<file path="config.mk">
export PLATFORM = sky130hd
export DESIGN_NAME = button_debounce_press_classifier_unit
export DESIGN_NICKNAME = d
export VERILOG_FILES = /design/src/rtl/core/bdpc_pkg.sv /design/src/rtl/core/bdpc_eval.sv /design/src/rtl/core/button_debounce_press_classifier_unit.sv
export SDC_FILE = /design/constraint.sdc
export NUM_CORES = 1
export LEC_CHECK = 0
export BUFFER_PORTS_ARGS = -buffer_cell sky130_fd_sc_hd__buf_2
export CAP_MARGIN = 30
export CORE_MARGIN = 1
export CORE_UTILIZATION = 65
export DETAILED_ROUTE_END_ITERATION = 16
export PLACE_DENSITY = 0.91
export SYNTH_ARGS = -nofsm -noshare
export SYNTH_HDL_FRONTEND = slang
export SYNTH_SLANG_ARGS = --single-unit
</file>
<file path="constraint.sdc">
create_clock -name clk -period 13.9 [get_ports clk]
set_clock_uncertainty 0.05 [all_clocks]
set_input_delay 0.695 -clock clk [delete_from_list [all_inputs] [get_ports clk]]
set_output_delay 0.695 -clock clk [all_outputs]
set_load 0.02 [all_outputs]
</file>
<file path="src/rtl/core/bdpc_pkg.sv">
// Shared types and constants for the button debounce and press classifier.
`default_nettype none

package bdpc_pkg;

  // Timestamp width; time differences wrap at this width
  localparam int TIME_W = 32;
  localparam int DUR_W  = 16;

  // Configuration register indexes
  localparam logic [1:0] REG_DEBOUNCE = 2'd0;
  localparam logic [1:0] REG_SHORT    = 2'd1;
  localparam logic [1:0] REG_HOLD     = 2'd2;

  // Reset values of the configuration registers
  localparam logic [15:0] DEBOUNCE_RST = 16'd15;
  localparam logic [15:0] SHORT_RST    = 16'd1000;
  localparam logic [31:0] HOLD_RST     = 32'd3000;

  // Configuration seen by the evaluation logic
  typedef struct packed {
    logic [15:0] debounce_ms;
    logic [15:0] short_max_ms;
    logic [31:0] hold_timeout_ms;
  } cfg_t;

  // One result item
  typedef struct packed {
    logic [DUR_W-1:0] press_ms;
    logic             ev_timeout;
    logic             ev_release;
    logic             ev_short;
    logic             ev_press;
  } result_t;

endpackage

`default_nettype wire

</file>
<file path="src/rtl/core/bdpc_eval.sv">
// Debounce state and press classification for one poll item per cycle while fire is high.
`default_nettype none

module bdpc_eval (
  input  wire logic                       clk,
  input  wire logic                       rst_n,
  input  wire logic                       fire,
  input  wire logic                       level,
  input  wire logic [bdpc_pkg::TIME_W-1:0] now_ms,
  input  wire bdpc_pkg::cfg_t             cfg,
  output bdpc_pkg::result_t               result
);

  logic                        filter_level_r;
  logic                        last_level_r;
  logic                        held_r;
  logic [bdpc_pkg::TIME_W-1:0] debounce_start_r;
  logic [bdpc_pkg::TIME_W-1:0] press_start_r;

  logic                        filter_level_nxt;
  logic                        last_level_nxt;
  logic                        held_nxt;
  logic [bdpc_pkg::TIME_W-1:0] debounce_start_nxt;
  logic [bdpc_pkg::TIME_W-1:0] press_start_nxt;

  logic                        changed;
  logic [bdpc_pkg::TIME_W-1:0] db_elapsed;
  logic [bdpc_pkg::TIME_W-1:0] press_elapsed;
  logic [bdpc_pkg::TIME_W-1:0] hold_elapsed;
  logic                        stable;
  logic                        edge_seen;
  logic                        press_edge;
  logic                        is_release;
  logic                        held_mid;
  logic                        timeout;
  logic [bdpc_pkg::DUR_W-1:0]  dur;

  // A level change restarts the debounce timer, so its elapsed time is zero
  assign changed    = (level != filter_level_r);
  assign db_elapsed = changed ? '0 : (now_ms - debounce_start_r);
  assign stable     = (db_elapsed >= bdpc_pkg::TIME_W'(cfg.debounce_ms));

  // Accepted edge against the last accepted level
  assign edge_seen  = stable && (level != last_level_r);
  assign press_edge = edge_seen && !level;
  assign is_release = edge_seen && level;

  // One subtractor serves both duration and hold check; a new press restarts at zero
  assign press_elapsed = now_ms - press_start_r;
  assign hold_elapsed  = press_edge ? '0 : press_elapsed;
  assign dur           = is_release ? press_elapsed[bdpc_pkg::DUR_W-1:0] : '0;

  // Hold flag after the edge, then timeout check
  assign held_mid = press_edge ? 1'b1 : (is_release ? 1'b0 : held_r);
  assign timeout  = stable && held_mid &&
                    (hold_elapsed >= bdpc_pkg::TIME_W'(cfg.hold_timeout_ms));

  always_comb begin
    result.ev_press   = press_edge;
    result.ev_release = is_release;
    result.ev_short   = is_release && (dur <= cfg.short_max_ms);
    result.ev_timeout = timeout;
    result.press_ms   = dur;
  end

  // Next state, applied only when an item is processed
  always_comb begin
    filter_level_nxt   = filter_level_r;
    debounce_start_nxt = debounce_start_r;
    last_level_nxt     = last_level_r;
    press_start_nxt    = press_start_r;
    held_nxt           = held_r;
    if (fire) begin
      filter_level_nxt = level;
      if (changed) begin
        debounce_start_nxt = now_ms;
      end
      if (edge_seen) begin
        last_level_nxt = level;
      end
      if (press_edge) begin
        press_start_nxt = now_ms;
      end
      held_nxt = held_mid && !timeout;
    end
  end

  always_ff @(posedge clk) begin
    if (!rst_n) begin
      filter_level_r   <= 1'b1;
      last_level_r     <= 1'b1;
      held_r           <= 1'b0;
      debounce_start_r <= '0;
      press_start_r    <= '0;
    end else begin
      filter_level_r   <= filter_level_nxt;
      last_level_r     <= last_level_nxt;
      held_r           <= held_nxt;
      debounce_start_r <= debounce_start_nxt;
      press_start_r    <= press_start_nxt;
    end
  end

endmodule

`default_nettype wire

</file>
<file path="src/rtl/core/button_debounce_press_classifier_unit.sv">
// Top level: stream ports, configuration registers, input and result registers.
`default_nettype none

// Debounces an active-low button from polled items (pin level plus millisecond
// timestamp) and reports press, release, short-press and hold-timeout events,
// one result item per poll item. An item is registered on input, evaluated
// against the debounce state and written to the result register once that
// register is empty or taken, and a new item can be accepted every cycle while
// results are taken. The rate is set by the state update (two 32-bit subtract
// and compare paths); while a finished result waits for out_tready the input
// register can still take one item, after which in_tready stays low until the
// result is taken.
module button_debounce_press_classifier_unit (
  input  wire logic        clk,
  input  wire logic        rst_n,
  // configuration write port
  input  wire logic        cfg_we,
  input  wire logic [1:0]  cfg_addr,
  input  wire logic [31:0] cfg_wdata,
  // poll items
  input  wire logic        in_tvalid,
  output logic             in_tready,
  input  wire logic [39:0] in_tdata,   // [0] pin_level, [32:1] now_ms, [39:33] zero
  // result items
  output logic             out_tvalid,
  input  wire logic        out_tready,
  output logic [23:0]      out_tdata   // [0] ev_press, [1] ev_short, [2] ev_release,
                                       // [3] ev_timeout, [19:4] press_ms, [23:20] zero
);

  bdpc_pkg::cfg_t              cfg_r;
  logic                        s1_valid_r;
  logic                        s1_level_r;
  logic [bdpc_pkg::TIME_W-1:0] s1_now_r;
  logic                        out_valid_r;
  bdpc_pkg::result_t           out_data_r;

  logic                        advance;
  logic                        fire;
  bdpc_pkg::result_t           result;

  // Configuration registers
  always_ff @(posedge clk) begin
    if (!rst_n) begin
      cfg_r.debounce_ms     <= bdpc_pkg::DEBOUNCE_RST;
      cfg_r.short_max_ms    <= bdpc_pkg::SHORT_RST;
      cfg_r.hold_timeout_ms <= bdpc_pkg::HOLD_RST;
    end else if (cfg_we) begin
      unique case (cfg_addr)
        bdpc_pkg::REG_DEBOUNCE: cfg_r.debounce_ms     <= cfg_wdata[15:0];
        bdpc_pkg::REG_SHORT:    cfg_r.short_max_ms    <= cfg_wdata[15:0];
        bdpc_pkg::REG_HOLD:     cfg_r.hold_timeout_ms <= cfg_wdata;
        default: ;
      endcase
    end
  end

  // Handshake: result register frees when empty or taken
  assign advance   = !out_valid_r || out_tready;
  assign fire      = s1_valid_r && advance;
  assign in_tready = !s1_valid_r || advance;

  // Input register
  always_ff @(posedge clk) begin
    if (!rst_n) begin
      s1_valid_r <= 1'b0;
    end else if (in_tready) begin
      s1_valid_r <= in_tvalid;
    end
  end

  always_ff @(posedge clk) begin
    if (in_tready && in_tvalid) begin
      s1_level_r <= in_tdata[0];
      s1_now_r   <= in_tdata[bdpc_pkg::TIME_W:1];
    end
  end

  bdpc_eval u_eval (
    .clk    (clk),
    .rst_n  (rst_n),
    .fire   (fire),
    .level  (s1_level_r),
    .now_ms (s1_now_r),
    .cfg    (cfg_r),
    .result (result)
  );

  // Result register
  always_ff @(posedge clk) begin
    if (!rst_n) begin
      out_valid_r <= 1'b0;
    end else if (advance) begin
      out_valid_r <= s1_valid_r;
    end
  end

  always_ff @(posedge clk) begin
    if (fire) begin
      out_data_r <= result;
    end
  end

  assign out_tvalid = out_valid_r;
  assign out_tdata  = {4'b0, out_data_r};

endmodule

`default_nettype wire

</file>
==> summary.txt <==
Die span in x: 139.7 microns
Share of cells above drive strength 1: 9.637%
Largest net degree at the start of global routing: 83
# DRC: 0
Max-cap viol count: 0
Synth Warn #: 0
Pwr Density: 110.0 mW/mm^2
Combinational group share of total power: 26.8%
# setup viols final: 0
Pre-antenna DRT Iters: 7
Maximum vdd drop: 0.1225 mV
Unrepaired setup endpoints after global routing: false
Via count: 11160
Top cell type by total area after synthesis: dfxtp_1
Syn_area_per_cell: 8.066 sq um
GR Util All Layers: 31.17%
Number of DRC markers in iteration 0: 854
Worst Max-Slew Pin Slew: 0.9233 ns
Critical-path top delay cell: or4b_2
Latest clock arrival within the worst-skew pair: 0.44 ns
Synth top area cells: dfxtp_1, edfxtp_1, ha_1, nand2_1, a21oi_1
Die height: 139.7 microns
WP data required: 14.21 ns
Initial Utilization: 66.15%
Reg area: 0.004254 sq mm
Yosys cell types: 80
LEAKAGE: 5.453 nW
Switching share of power: 31.97%
Status: completed
Share of the synthesized area in the top cell type: 21.59%
H-tree levels: 4
Filler cells: 1406
Vias/cell: 6.092
Total Die Area: 0.01953 sq mm
#FFs+latches synth: 186
Gate Count Post-Synth: 1529
Final hold vios: 0
Cell Int Power: 0.001010 W
Net Switching: 0.0004745 W
Antenna cell count: 0
CTS sink cnt: 186
Clock slew at reported path FFs: 0.07 ns
Kind of end point of the critical path: flip-flop
Slew HR: 38.38%
Post-synth EDFFs: 53
Core Box Area: 0.01864 sq mm
Total power: 0.001484 W
Port bufs: 93
Area growth syn-to-layout: 9.445%
Largest stage delay, worst path: 0.62 ns
Worst path most repeated cell: a21o_1
Dpl ws: 6.748 ns
Multi-input gate area: 0.007267 sq mm
Initial antenna violation count: 0
Post-CTS Setup Repair Bufs: 0
Critical path class: reg2reg
Min setup slack post-route: 6.572 ns
Mapped Area: 0.01233 sq mm
Commonest cells after routing, fill and taps aside: nand2_1, a21oi_1, inv_1, dfxtp_1, ha_1
Ys async rst share: 0%
Routed wire per std cell: 16.62 microns
Worst EP arrival: 7.64 ns
Final nets: 1793
Grt ovf: 0
Total clock buffers created by CTS: 17
Period Utilization, post-route: 52.72%
Maximum clock rate: 136.5 MHz
Resized Gates After CTS: 0
Row count: 50
Startpoint types: flip-flop
Slew Viols, Final: 0
Number of global-route vias before repair: 10570
Deepest clock path buffer count: 2
Seq pwr share: 40.6%
Placer Congestion: 0.9000
Total Wirelength: 30440 microns
Most common cell after layout, fill and taps aside: nand2_1
TritonCTS clock tree: yes
I/O pins: 105
Fraction of power consumed by the clock network: 32.6%
Cts-stage hold buffer count: 0
Worst-path fanout max: 33
Hold crit path type: in2reg
Post-DP HPWL: 22520 microns
Root Buffer: clkbuf_16
Antenna Nets Post-Route: 0
Sequential fraction of the synthesis area: 34.49%
Primary FF master, synth: dfxtp_1
First-pass GRT wire length: 49220 microns
Setup tns final: 0 ns
Min Clock Period, post-route: 7.328 ns
Post-Route Hold Slack: 0.3758 ns
-- power groups by stage --
stage | combinational [W] | clock, W | sequential (W)
floorplan | 0.000290 | 0 | 0.000612
global placement | 0.000369 | 0 | 0.000613
detailed placement | 0.000385 | 0 | 0.000614
CTS | 0.000392 | 0.000485 | 0.000602
global route | 0.000440 | 0.000509 | 0.000604
finish | 0.000398 | 0.000484 | 0.000603
-- layer usage --
metal	vias to the layer above	global-route usage, %	routed length (microns)
met2	396	55.53	15350
li1	5414	-	-
met4	0	14.81	1100
met5	-	0	0
met1	5263	36.55	12540
met3	88	4.886	1452
-- cell families (layout without fill, tap and decap cells) --
group,Yosys count,count (layout),share of synthesized area (%)
other,1,4,0.03041
DFF,186,186,34.49
muxes,40,40,3.267
AOI/OAI and AO/OA,377,377,19.38
and+or+nand+nor,547,547,20.19
xor gates and xnor gates,39,39,2.770
adders and majority gates,128,128,13.11
buffers and inverters,211,277,6.767
-- critical path: cells and delay by family (launching register included) --
kind | cells | cell delay, ns
adders and majority gates | 3 | 0.90
xor gates and xnor gates | 1 | 0.17
and+or+nand+nor | 8 | 1.85
buffers and inverters | 1 | 0.26
AOI/OAI and AO/OA | 18 | 3.44
DFF | 1 | 0.53
-- metrics by stage --
step | util (%) | cells | instance area [sq um]
finish | 72.40 | 1832 | 13500
global route | 72.40 | 1832 | 13500
CTS | 72.40 | 1832 | 13500
detailed placement | 69.34 | 1801 | 12930
global placement | 69.05 | 1798 | 12870
floorplan | - | 1532 | 12340
-- state kept, by name, summed over array words and instances, names as in the netlist --
name	flops
u_eval.last_level_r	1
s1_valid_r	1
u_eval.press_start_r	32
u_eval.held_r	1
s1_now_r	32
out_tvalid	1
s1_level_r	1
u_eval.debounce_start_r	32
u_eval.filter_level_r	1
cfg_r	64
out_tdata	20
-- cell type report --
| type | instances | area share [%] |
|---|---|---|
| Clock buffer | 19 | 3.207 |
| Clock inverter | 12 | 1.029 |
| Inverter | 142 | 3.949 |
| Multi-Input combinational cell | 1135 | 53.84 |
| Sequential cell | 186 | 31.52 |
| Tap cell | 234 | 2.169 |
| Timing Repair Buffer | 104 | 4.292 |
-- worst paths after layout --
check                           slack [ns]                     endpoint                        start  cells after the start
worst min-delay path                  0.38                 s1_now_r[26]                 in_tdata[27]                      1
worst min register to register        0.40  u_eval.debounce_start_r[19]  u_eval.debounce_start_r[19]                      2
worst max register to register        6.57                u_eval.held_r                  s1_now_r[1]                     31
worst max-delay path                  6.57                u_eval.held_r                  s1_now_r[1]                     31
-- synthesized netlist by cell type (all sizes together) (6+ instances only) --
library cell    n
xor2           17
nor2           86
nand4          15
and3            9
nor2b          16
or2             6
nor3           41
o21ai          53
a21oi         155
dfxtp         133
nor3b           9
nor4            7
nand2b         17
o21a           20
inv           142
nand3          17
buf            14
ha            126
a21o           52
clkbuf         55
nand2         293
edfxtp         53
o211ai         25
a211oi         15
mux2i          38
xnor2          22
Note: power is estimated with default switching activity, not from simulation.
